$ cat config.mk
export PLATFORM = sky130hd
export DESIGN_NAME = beam_interleaved_trigger_scheduler_top
export DESIGN_NICKNAME = d
export VERILOG_FILES = /design/src/rtl/bits_pkg.sv /design/src/rtl/beam_interleaved_trigger_scheduler_top.sv
export SDC_FILE = /design/constraint.sdc
export NUM_CORES = 2
export LEC_CHECK = 0
export BUFFER_PORTS_ARGS = -buffer_cell sky130_fd_sc_hd__clkbuf_2
export CORE_MARGIN = 2
export CORE_UTILIZATION = 35
export CTS_CLUSTER_SIZE = 24
export DETAILED_ROUTE_END_ITERATION = 16
export PLACE_DENSITY = 0.58
export SLEW_MARGIN = 20
export SYNTH_ARGS = -nofsm -noshare
export SYNTH_HDL_FRONTEND = slang
export SYNTH_SLANG_ARGS = --single-unit
$ cat constraint.sdc
create_clock -name clk -period 16 [get_ports clk]
set_clock_uncertainty 0.05 [all_clocks]
set_input_delay 1.6 -clock clk [delete_from_list [all_inputs] [get_ports clk]]
set_output_delay 1.6 -clock clk [all_outputs]
set_load 0.02 [all_outputs]
$ cat src/rtl/bits_pkg.sv
// ----------------------------------------------------------------------------
// bits_pkg: shared definitions for the beam-interleaved trigger scheduler.
// Field widths, configuration register indexes and the fixed time-base
// constants used by the scheduler.
// ----------------------------------------------------------------------------
package bits_pkg;

  // Longest firing sequence supported.
  localparam int SEQ_MAX = 16;

  // Field widths.
  localparam int TIME_W    = 48;
  localparam int CFG_W     = 32;
  localparam int CFG_IDX_W = 3;
  localparam int IDX_W     = 4;
  localparam int REP_W     = 8;
  localparam int LEN_W     = 5;
  localparam int PRE_W     = 16;
  localparam int PREC_W    = 23;   // prewarn in coarse counts
  localparam int DUS_W     = 28;   // beam delay in microseconds
  localparam int DCNT_W    = 35;   // beam delay in coarse counts
  localparam int THR_W     = 30;   // signed spill wait threshold
  localparam int PUS_W     = 26;   // period in microseconds

  // Configuration register indexes.
  typedef enum logic [CFG_IDX_W-1:0] {
    REG_SPILL_MOD  = 3'd0,
    REG_BEAM_DELAY = 3'd1,
    REG_PREWARN    = 3'd2,
    REG_PERIOD     = 3'd3,
    REG_EXTRA_REPS = 3'd4,
    REG_SEQ_LEN    = 3'd5,
    REG_ADVANCE    = 3'd6,
    REG_OFFSET     = 3'd7
  } cfg_reg_t;

  // Time base: 125 coarse counts per microsecond.
  localparam logic [PREC_W-1:0] COUNTS_PER_US = 23'd125;
  localparam logic [DUS_W-1:0]  US_PER_S      = 28'd1000000;
  localparam logic [DCNT_W-1:0] COUNTS_PER_S  = 35'd125000000;

  // Division of a 32-bit count by 125 as a reciprocal multiply and shift.
  localparam logic [CFG_W-1:0] DIV125_MULT  = 32'd2199023256;
  localparam int               DIV125_SHIFT = 38;

  // Configuration reset values.
  localparam logic [PRE_W-1:0]  PREWARN_RST = 16'd20;
  localparam logic [CFG_W-1:0]  PERIOD_RST  = 32'd125;
  localparam logic [LEN_W-1:0]  SEQ_LEN_RST = 5'd1;

endpackage

$ cat src/rtl/beam_interleaved_trigger_scheduler_top.sv
// ----------------------------------------------------------------------------
// beam_interleaved_trigger_scheduler_top: beam-interleaved trigger scheduler.
// A beat is registered on entry; its alert, if any, is registered in the
// output register once that register can take it. Throughput: one beat per
// cycle while out_ready does not stall the output; each beat's state update
// is a single pass of 48-bit adds and compares between the input and output
// registers. Reset clears scheduler state and valid flags, loads cfg defaults.
// ----------------------------------------------------------------------------
module beam_interleaved_trigger_scheduler_top (
  input  logic                          clk,
  input  logic                          rst,
  // Configuration write port
  input  logic                          cfg_we,
  input  logic [bits_pkg::CFG_IDX_W-1:0] cfg_index,
  input  logic [bits_pkg::CFG_W-1:0]    cfg_data,
  // Input channel
  input  logic                          in_valid,
  output logic                          in_ready,
  input  logic                          run_enable,
  input  logic [bits_pkg::TIME_W-1:0]   now_us,
  input  logic [bits_pkg::TIME_W-1:0]   coarse_count,
  input  logic                          beam_on,
  input  logic                          link_ready,
  // Output channel
  output logic                          out_valid,
  input  logic                          out_ready,
  output logic [bits_pkg::IDX_W-1:0]    entry_index,
  output logic [bits_pkg::REP_W-1:0]    repetition,
  output logic [bits_pkg::TIME_W-1:0]   start_count
);
  import bits_pkg::*;

  // --------------------------------------------------------------------------
  // Configuration registers and derived constants
  // --------------------------------------------------------------------------
  logic [7:0]        spill_every;
  logic [PRE_W-1:0]  prewarn_us;
  logic [CFG_W-1:0]  period_counts;
  logic [7:0]        extra_repeats;
  logic [LEN_W-1:0]  sequence_length;
  logic [CFG_W-1:0]  advance_counts;
  logic [CFG_W-1:0]  counter_offset;
  logic [PREC_W-1:0] prewarn_counts;
  logic [DUS_W-1:0]  delay_us;
  logic [DCNT_W-1:0] delay_counts;
  logic [THR_W-1:0]  spill_thr;
  logic [PUS_W-1:0]  period_us;
  logic [TIME_W-1:0] seed_bias;
  logic [TIME_W-1:0] beam_bias;

  logic [DUS_W-1:0]  wr_delay_us;
  logic [DCNT_W-1:0] wr_delay_counts;
  logic [PREC_W-1:0] wr_prewarn_counts;
  logic [63:0]       wr_period_prod;
  logic [TIME_W-1:0] ofs_ext;
  logic [TIME_W-1:0] wr_ofs_ext;

  // Values derived from the write data, so they are ready with the register; ofs_ext extends the stored offset.
  always_comb begin
    wr_delay_us       = DUS_W'(cfg_data[7:0]) * US_PER_S;
    wr_delay_counts   = DCNT_W'(cfg_data[7:0]) * COUNTS_PER_S;
    wr_prewarn_counts = PREC_W'(cfg_data[PRE_W-1:0]) * COUNTS_PER_US;
    wr_period_prod    = 64'(cfg_data) * 64'(DIV125_MULT);
    ofs_ext           = {{(TIME_W-CFG_W){counter_offset[CFG_W-1]}}, counter_offset};
    wr_ofs_ext        = {{(TIME_W-CFG_W){cfg_data[CFG_W-1]}}, cfg_data};
  end

  // Register writes; each write also refreshes the constants that depend on it.
  always_ff @(posedge clk) begin
    if (rst) begin
      spill_every     <= '0;
      prewarn_us      <= PREWARN_RST;
      period_counts   <= PERIOD_RST;
      extra_repeats   <= '0;
      sequence_length <= SEQ_LEN_RST;
      advance_counts  <= '0;
      counter_offset  <= '0;
      prewarn_counts  <= PREC_W'(PREWARN_RST) * COUNTS_PER_US;
      delay_us        <= '0;
      delay_counts    <= '0;
      spill_thr       <= THR_W'(0) - THR_W'(PREWARN_RST);
      period_us       <= PUS_W'(1);
      seed_bias       <= TIME_W'(PREC_W'(PREWARN_RST) * COUNTS_PER_US);
      beam_bias       <= '0;
    end else if (cfg_we) begin
      unique case (cfg_reg_t'(cfg_index))
        REG_SPILL_MOD: begin
          spill_every <= cfg_data[7:0];
        end
        REG_BEAM_DELAY: begin
          delay_us     <= wr_delay_us;
          delay_counts <= wr_delay_counts;
          spill_thr    <= THR_W'(wr_delay_us) - THR_W'(prewarn_us);
          beam_bias    <= TIME_W'(wr_delay_counts) - TIME_W'(advance_counts);
        end
        REG_PREWARN: begin
          prewarn_us     <= cfg_data[PRE_W-1:0];
          prewarn_counts <= wr_prewarn_counts;
          spill_thr      <= THR_W'(delay_us) - THR_W'(cfg_data[PRE_W-1:0]);
          seed_bias      <= TIME_W'(wr_prewarn_counts) - TIME_W'(advance_counts) + ofs_ext;
        end
        REG_PERIOD: begin
          period_counts <= cfg_data;
          period_us     <= wr_period_prod[DIV125_SHIFT +: PUS_W];
        end
        REG_EXTRA_REPS: begin
          extra_repeats <= cfg_data[7:0];
        end
        REG_SEQ_LEN: begin
          sequence_length <= cfg_data[LEN_W-1:0];
        end
        REG_ADVANCE: begin
          advance_counts <= cfg_data;
          seed_bias      <= TIME_W'(prewarn_counts) - TIME_W'(cfg_data) + ofs_ext;
          beam_bias      <= TIME_W'(delay_counts) - TIME_W'(cfg_data);
        end
        REG_OFFSET: begin
          counter_offset <= cfg_data;
          seed_bias      <= TIME_W'(prewarn_counts) - TIME_W'(advance_counts) + wr_ofs_ext;
        end
        default: begin
        end
      endcase
    end
  end

  // --------------------------------------------------------------------------
  // Input register and handshake
  // --------------------------------------------------------------------------
  logic              in_full;
  logic              run_q;
  logic [TIME_W-1:0] now_q;
  logic [TIME_W-1:0] coarse_q;
  logic              beam_q;
  logic              link_q;
  logic              proc;

  // A held beat is processed once the output register can take its result.
  assign proc     = in_full && (!out_valid || out_ready);
  assign in_ready = !in_full || proc;

  always_ff @(posedge clk) begin
    if (rst) begin
      in_full <= 1'b0;
    end else if (in_valid && in_ready) begin
      in_full <= 1'b1;
    end else if (proc) begin
      in_full <= 1'b0;
    end
  end

  always_ff @(posedge clk) begin
    if (in_valid && in_ready) begin
      run_q    <= run_enable;
      now_q    <= now_us;
      coarse_q <= coarse_count;
      beam_q   <= beam_on;
      link_q   <= link_ready;
    end
  end

  // --------------------------------------------------------------------------
  // Scheduler state
  // --------------------------------------------------------------------------
  logic              was_enabled;
  logic [IDX_W-1:0]  seq_index;
  logic [REP_W-1:0]  reps_done;
  logic              prev_beam;
  logic [TIME_W-1:0] spill_end_us;
  logic [TIME_W-1:0] spill_end_count;
  logic [7:0]        spills_seen;
  logic [TIME_W-1:0] last_alert_us;
  logic [TIME_W-1:0] last_start_count;

  // --------------------------------------------------------------------------
  // Decision logic for the held beat
  // --------------------------------------------------------------------------
  logic              seed;
  logic              beam_mode;
  logic [IDX_W-1:0]  seq_eff;
  logic [REP_W-1:0]  reps_eff;
  logic              prev_eff;
  logic [7:0]        spills_base;
  logic [7:0]        spills_eff;
  logic              fall;
  logic              spill_now;
  logic [TIME_W-1:0] lapse_spill;
  logic [TIME_W-1:0] lapse_alert;
  logic [TIME_W-1:0] thr_ext;
  logic              spill_ok;
  logic              period_ok;
  logic              fire;
  logic [TIME_W-1:0] last_start_seed;
  logic [TIME_W-1:0] last_start_eff;
  logic [TIME_W-1:0] start_next;
  logic [LEN_W-1:0]  len_eff;
  logic [LEN_W-1:0]  nidx;
  logic [REP_W:0]    nreps;
  logic [REP_W:0]    rep_limit;
  logic              seq_wrap;
  logic              run_wrap;
  logic [IDX_W-1:0]  seq_index_next;
  logic [REP_W-1:0]  reps_done_next;

  always_comb begin
    // A newly enabled run starts from freshly seeded state.
    seed        = !was_enabled;
    beam_mode   = (spill_every != 8'd0);
    seq_eff     = seed ? '0 : seq_index;
    reps_eff    = seed ? '0 : reps_done;
    prev_eff    = seed ? 1'b0 : prev_beam;
    spills_base = seed ? 8'd0 : spills_seen;

    // Spill end on a falling edge of the beam flag.
    fall       = beam_mode && prev_eff && !beam_q;
    spill_now  = seed || fall;
    spills_eff = (fall && (spills_base != 8'hFF)) ? spills_base + 8'd1 : spills_base;

    // Elapsed times as signed 48-bit differences.
    lapse_spill = spill_now ? '0 : now_q - spill_end_us;
    lapse_alert = seed ? TIME_W'(prewarn_us) : now_q - last_alert_us;
    thr_ext     = {{(TIME_W-THR_W){spill_thr[THR_W-1]}}, spill_thr};

    spill_ok  = !beam_mode ||
                ((spills_eff >= spill_every) && !($signed(lapse_spill) < $signed(thr_ext)));
    period_ok = !($signed(lapse_alert) < $signed(TIME_W'(period_us)));
    fire      = run_q && spill_ok && period_ok && link_q;

    // Start count: from the spill end for the first entry in beam mode,
    // otherwise one period after the previous start.
    last_start_seed = coarse_q + seed_bias;
    last_start_eff  = seed ? last_start_seed : last_start_count;
    if (beam_mode && (seq_eff == '0)) begin
      start_next = (spill_now ? coarse_q : spill_end_count) + beam_bias;
    end else begin
      start_next = last_start_eff + TIME_W'(period_counts);
    end

    // Sequence and repetition advance.
    if (sequence_length == '0) begin
      len_eff = LEN_W'(1);
    end else if (sequence_length > LEN_W'(SEQ_MAX)) begin
      len_eff = LEN_W'(SEQ_MAX);
    end else begin
      len_eff = sequence_length;
    end
    nidx      = LEN_W'(seq_eff) + LEN_W'(1);
    seq_wrap  = (nidx >= len_eff);
    nreps     = seq_wrap ? {1'b0, reps_eff} + (REP_W+1)'(1) : {1'b0, reps_eff};
    rep_limit = {1'b0, extra_repeats} + (REP_W+1)'(1);
    run_wrap  = (nreps >= rep_limit);
    if (run_wrap) begin
      seq_index_next = '0;
      reps_done_next = '0;
    end else begin
      seq_index_next = seq_wrap ? '0 : nidx[IDX_W-1:0];
      reps_done_next = nreps[REP_W-1:0];
    end
  end

  // State update for each processed beat.
  always_ff @(posedge clk) begin
    if (rst) begin
      was_enabled      <= 1'b0;
      seq_index        <= '0;
      reps_done        <= '0;
      prev_beam        <= 1'b0;
      spill_end_us     <= '0;
      spill_end_count  <= '0;
      spills_seen      <= '0;
      last_alert_us    <= '0;
      last_start_count <= '0;
    end else if (proc) begin
      if (!run_q) begin
        was_enabled <= 1'b0;
      end else begin
        was_enabled <= 1'b1;
        seq_index   <= fire ? seq_index_next : seq_eff;
        reps_done   <= fire ? reps_done_next : reps_eff;
        prev_beam   <= beam_mode ? beam_q : prev_eff;
        if (spill_now) begin
          spill_end_us    <= now_q;
          spill_end_count <= coarse_q;
        end
        spills_seen <= (fire && run_wrap) ? 8'd0 : spills_eff;
        if (fire) begin
          last_alert_us    <= now_q;
          last_start_count <= start_next;
        end else if (seed) begin
          last_alert_us    <= now_q - TIME_W'(prewarn_us);
          last_start_count <= last_start_seed;
        end
      end
    end
  end

  // --------------------------------------------------------------------------
  // Output register
  // --------------------------------------------------------------------------
  always_ff @(posedge clk) begin
    if (rst) begin
      out_valid <= 1'b0;
    end else if (proc) begin
      out_valid <= fire;
    end else if (out_ready) begin
      out_valid <= 1'b0;
    end
  end

  always_ff @(posedge clk) begin
    if (proc && fire) begin
      entry_index <= seq_eff;
      repetition  <= reps_eff;
      start_count <= start_next;
    end
  end

  // --------------------------------------------------------------------------
  // Assertions
  // --------------------------------------------------------------------------
`ifndef ASSERT_OFF
  // An alert records its own time as the last alert time.
  a_alert_time: assert property (@(posedge clk) disable iff (rst)
    (proc && fire) |=> (last_alert_us == $past(now_q)))
    else $error("last alert time not updated by an alert");

  // An alert always reaches the output register.
  a_alert_out: assert property (@(posedge clk) disable iff (rst)
    (proc && fire) |=> (out_valid && (start_count == $past(start_next))))
    else $error("alert lost on its way to the output register");

  // The spill count only grows, or is cleared.
  a_spills_mono: assert property (@(posedge clk) disable iff (rst)
    $past(!rst) |-> ((spills_seen >= $past(spills_seen)) || (spills_seen == 8'd0)))
    else $error("spill count went backwards");

  // Reset empties both the input and the output register.
  a_reset_empty: assert property (@(posedge clk)
    rst |=> (!in_full && !out_valid))
    else $error("registers not empty after reset");
`endif

endmodule
# After elaboration in Yosys (flattened, before gate mapping)

Index checks and enable logic that the tools add are counted.

Bits in registers: 734
Bits in latches: 0
Bits in writable memories: 0
Memory bits (read-only): 0
Bits of input ports: 139
Output and inout bits: 62
Word-level logic and storage cells: 149
Memories kept: 0

Add/subtract/negate cells: 20
$mul: 4
Divide/modulo/power cells: 0
Magnitude comparators: 6
Equality and inequality tests: 9
Shift operators: 0
Muxes and demuxes: 31
Bitwise operators: 0
Reductions and logical operators: 46

Operators with widths:

| kind                                                | count |
|---|---|
| 2-to-1 mux 48 bit                                   | 8 |
| one-hot mux 48 bit (3 select lines)                 | 1 |
| adder 33 x 32 -> 34 bit                             | 3 |
| subtractor 23 x 32 -> 33 bit                        | 3 |
| adder 48 bit                                        | 2 |
| one-hot mux 48 bit (2 select lines)                 | 1 |
| subtractor 48 bit                                   | 2 |
| subtractor 35 x 32 -> 36 bit                        | 2 |
| multiplier 32 x 29 -> 61 bit, second input constant | 1 |
| one-hot mux 30 bit (2 select lines)                 | 1 |
| subtractor 28 x 16 -> 29 bit                        | 2 |
| adder 48 x 32 -> 48 bit                             | 1 |
| less-than comparator 48 x 27 -> 1 bit               | 1 |
| less-than comparator 48 x 30 -> 1 bit               | 1 |
| 2-to-1 mux 8 bit                                    | 6 |
| subtractor 48 x 16 -> 48 bit                        | 1 |
| multiplier 8 x 21 -> 29 bit, second input constant  | 1 |
| AND reduction 2 bit                                 | 12 |
| multiplier 16 x 7 -> 23 bit, second input constant  | 1 |
| multiplier 8 x 14 -> 22 bit, second input constant  | 1 |
| adder 8 x 1 -> 9 bit, second input constant         | 2 |
| 2-to-1 mux 4 bit                                    | 4 |
| == test 3 bit, second input constant                | 4 |
| logical AND 1 bit                                   | 12 |
| other kinds (22)                                    | 43 |

# Logic depth before layout (Yosys ltp)

Depth after elaboration: 14
Depth in mapped cells: 41
Depth with buffers taken out: 40

# Least setup slack after synthesis

Ideal clock, no wire load.

Kind: input-to-reg
Start: in cfg_data[1] in the netlist's numbering
End: reg seed_bias[32]
Setup time: 91 ps
Arrival: 9,878 ps
Data required time: 15,859 ps
Setup slack: 5,982 ps
Cell stages on the path: 37
Path buffers: 1
Cells stage by stage: clkbuf_1 > inv_1 > ha_1 > ha_1 > fa_1 > inv_1 > fa_1 > inv_1 > ha_1 > nor2b_1 > o21ai_0 > a21boi_0 > o21ai_0 > a21boi_0 > o21ai_0 > a21boi_0 > nor2_1 > ha_1 > a21o_1 > a21oi_1 > o21ai_0 > o41ai_1 > o2111a_1 > nor3_1 > a2111oi_0 > xnor2_1 > o21ai_1 > ha_1 > nand3_1 > o2111ai_1 > nor3b_1 > o31ai_1 > o21ai_0 > nand2b_1 > a21oi_1 > xnor2_1 > a311oi_1

Longest elaborated chain between the ends: 4
Elaborated cells between the ends (all ways): 7
Classes of those cells: add/sub (5); mul (1); mux (1)

Ends and longest elaborated chain:

| what                                | RTL line                                      | RTL |
|---|---|---|
| from (decl)                         | beam_interleaved_trigger_scheduler_top.sv:15  | `input logic [bits_pkg::CFG_W-1:0] cfg_data,` |
| multiplier 16 x 7 -> 23 bit         | beam_interleaved_trigger_scheduler_top.sv:62  | `wr_prewarn_counts = PREC_W'(cfg_data[PRE_W-1:0]) * COUNTS_PER_US;` |
| via wr_prewarn_counts[11]           | beam_interleaved_trigger_scheduler_top.sv:53  | `logic [PREC_W-1:0] wr_prewarn_counts;` |
| subtractor 23 x 32 -> 33 bit        | beam_interleaved_trigger_scheduler_top.sv:100 | `seed_bias <= TIME_W'(wr_prewarn_counts) - TIME_W'(advance_counts) + ofs_ext;` |
| adder 33 x 32 -> 34 bit             | beam_interleaved_trigger_scheduler_top.sv:100 |  |
| one-hot mux 48 bit (3 select lines) | beam_interleaved_trigger_scheduler_top.sv:86  | `unique case (cfg_reg_t'(cfg_index))` |
| to (signal assigned)                | beam_interleaved_trigger_scheduler_top.sv:83  | `seed_bias <= TIME_W'(PREC_W'(PREWARN_RST) * COUNTS_PER_US);` |
| to (signal assigned)                | beam_interleaved_trigger_scheduler_top.sv:100 |  |
| to (signal assigned)                | beam_interleaved_trigger_scheduler_top.sv:114 | `seed_bias <= TIME_W'(prewarn_counts) - TIME_W'(cfg_data) + ofs_ext;` |
| to (decl)                           | beam_interleaved_trigger_scheduler_top.sv:48  | `logic [TIME_W-1:0] seed_bias;` |

The timed path passes the listed nets, and every way through them passes these cells.
A chain may end at the register's enable or synchronous reset.

# Worst setup path after layout

Ends and elaborated chain as after synthesis.

==> flow_metrics.tcl <==
set metrics [dict create \
    nets 10700 \
    die-width_um 463 \
    clock_sinks 703 \
    cts.hold.buffers_added 0 \
    detailedPlacementHpwl_um 214000 \
    syn-cell-area_mm2 0.0738 \
    detail_route.wl_per_cell_um 22.6 \
    timing_worst_setup_path_type "in2reg" \
    worst_ep_required_time_ps 16560 \
    detail_route.vias_per_cell 5.53 \
    cts.reportedPaths.clkPinSlew_ps 60 \
    clk_latency_ps 720 \
    cts_repair_resize_count 0 \
    ant_nets 0 \
    finalHoldWorstSlack_ps 395 \
    route.detailed.drc 0 \
    detail_route.iter0.violations 5573 \
    layout-drive-gt1-share 0.0610 \
    ys_ff_latch 703 \
    overall_die_area_mm2 0.214 \
    final.setup.tns_ps 0 \
    run_status "finished, final reports clean" \
    grt_setup_unrepaired "false" \
    power_switching_share 0.499 \
    crit_path_max_incr_delay_ps 850 \
    cp-end-kind "flop" \
    crit_fanout 27 \
    netlist_instances 9005 \
    hold_violations 0 \
    inserted_clock_buffers 89 \
    start_util 0.352 \
    ios 201 \
    final-setup-viol-count 0 \
    placement.io_buffers 200 \
    final_cell_mix "nand2_1 (1252), ha_1 (1073), inv_1 (964)" \
    worstPathArrival_ps 11870 \
    synth_sequential_area_ratio 0.212 \
    number_of_warnings_reported_in_the_yosys_synthesis_log 0 \
    grt_pass1_vias 64200 \
    max_freq_ghz 0.0884 \
    tot_gr_track_use 0.246 \
    antenna_violations_before_repair 9 \
    area_delta_synth_final_pct 9.87 \
    drt_wl_total_um 270000 \
    switching_power_mw 7.60 \
    globalRoute.totalOverflow 0 \
    finalWeightedCongestion 0.962 \
    syn-num-nets 10600 \
    synth_cell_type_count 87 \
    tritoncts_clock_tree "built" \
    grt_pass1_wl_um 406000 \
    top_reg_cell_synth "dfxtp_1" \
    max_slew.worst_pin.slew_ps 1160 \
    core.rowCount 168 \
    clk_path_buf_depth 3 \
    postSynthAreaPerCell_um2 8.19 \
    power_density_mw_per_mm2 188 \
    synth-edff-count 159 \
    p_comb_frac 0.724 \
    post-cts-setup-buffer-count 0 \
    hold_path_depth 2 \
    min_period_ps 11310 \
    timing.hold.worst.class "reg2reg" \
    core_area_mm2 0.210 \
    first_pass_iters 6 \
    vdd_drop_max_mv 0.195 \
    htree_num_levels 3 \
    layout_commonest_cell "nand2_1" \
    crit_slowest_cell "a2111oi_2" \
    power.clock.fraction 0.140 \
    grt_start_max_net_pins 144 \
    timing.critical_path.from_type "input pin" \
    timing_max_transition_violations_final 0 \
    timing.reg2reg.worst_path_depth 29 \
    final_min_period_over_clock_period 0.707 \
    cts_root_buffer "clkbuf_16" \
    power.share.sequential 0.136 \
    internal_power_mw 7.63 \
    timing.max_slew.rel_slack 0.218 \
    max_cap_violations 0 \
    power.static_leakage_nw 36.0 \
    num_vias 66200 \
    fp.dieH_um 463 \
    synth_async_sr_flop_share 0 \
]
critical path, delay by kind of cell:
family / cells / cell delay, ps
buffers and inverters: 5 / 1110
and+or+nand+nor: 6 / 860
AOI/OAI and AO/OA: 18 / 4800
adders and majority gates: 7 / 3160
xor gates and xnor gates: 2 / 270
per-layer routing:
metal / up-vias / track usage / share of wire
met5: - / 0 / 0.000048
met4: 2 / 0.0720 / 0.030
met3: 347 / 0.0293 / 0.066
met2: 2161 / 0.388 / 0.44
met1: 32300 / 0.351 / 0.47
li1: 31400 / - / -
through the flow:
stage	util	power, mW	setup slack (ps)	area, um2	std cells
3_3_place_gp	0.372	12.8	3920	78000	11800
3_5_place_dp	0.372	12.9	4050	78000	11800
2_1_floorplan	-	10.0	5980	73800	9005
6_report	0.387	15.2	4690	81000	12000
5_1_grt	0.387	16.7	3620	81000	12000
4_1_cts	0.387	15.2	4770	81000	12000
synth_stat cells, drive strengths merged (167+ instances only):
cell type,number,area (um2)
xor2,184,1610
o21ai,392,1970
a21o,219,1640
ha,1073,13400
xnor2,351,3070
a21oi,827,4150
clkbuf,261,980
nand2,1258,4720
inv,967,3630
nor2,600,2250
fa,422,8450
nor3,167,881
dfxtp,544,10900
state kept, by name, summed over array words and instances, names as in the netlist, 16 cells and up:
signal,flops
advance_counts,32
beam_bias,36
coarse_q,48
counter_offset,32
delay_counts,29
delay_us,20
last_alert_us,48
last_start_count,48
now_q,48
period_counts,32
period_us,26
prewarn_counts,21
prewarn_us,16
seed_bias,34
spill_end_count,48
spill_end_us,48
spill_thr,29
start_count,48
power groups by stage:
stage | combinational [mW] | sequential [mW] | clock [mW]
2_1_floorplan | 7.96 | 2.05 | 0
3_3_place_gp | 10.7 | 2.10 | 0
3_5_place_dp | 10.8 | 2.10 | 0
4_1_cts | 11.0 | 2.06 | 2.18
5_1_grt | 12.4 | 2.08 | 2.24
6_report | 11.0 | 2.07 | 2.13
kinds of logic (layout without fill, tap and decap cells):
family,after synthesis,count (layout),synth area share
AOI/OAI and AO/OA,2216,2216,0.189
xor gates and xnor gates,535,535,0.0635
buffers and inverters,1270,1430,0.0651
muxes,52,52,0.00721
adders and majority gates,1495,1495,0.297
DFF,703,703,0.212
and+or+nand+nor,2734,2734,0.166
other,0,3,0
final cells by class:
| type | count | area (um2) |
|---|---|---|
| flip-flops and latches | 703 | 15700 |
| repair buffers | 298 | 1770 |
| well taps | 2805 | 3510 |
| clock buffers | 118 | 2570 |
| multi-input cells | 7032 | 53400 |
| diodes | 3 | 7.51 |
| clock inverters | 47 | 455 |
| inverters | 967 | 3630 |
| fillers | 21500 | 129000 |
worst paths after layout:
kind,startpoint,endpoint,slack [ps]
worst max-delay path,cfg_data[1],seed_bias[32],4690
worst min-delay path,last_start_count[35],last_start_count[35],390
worst max register to register,now_q[1],start_count[1],5670
worst min register to register,last_start_count[35],last_start_count[35],390
Power figures use the tool's default switching activity.
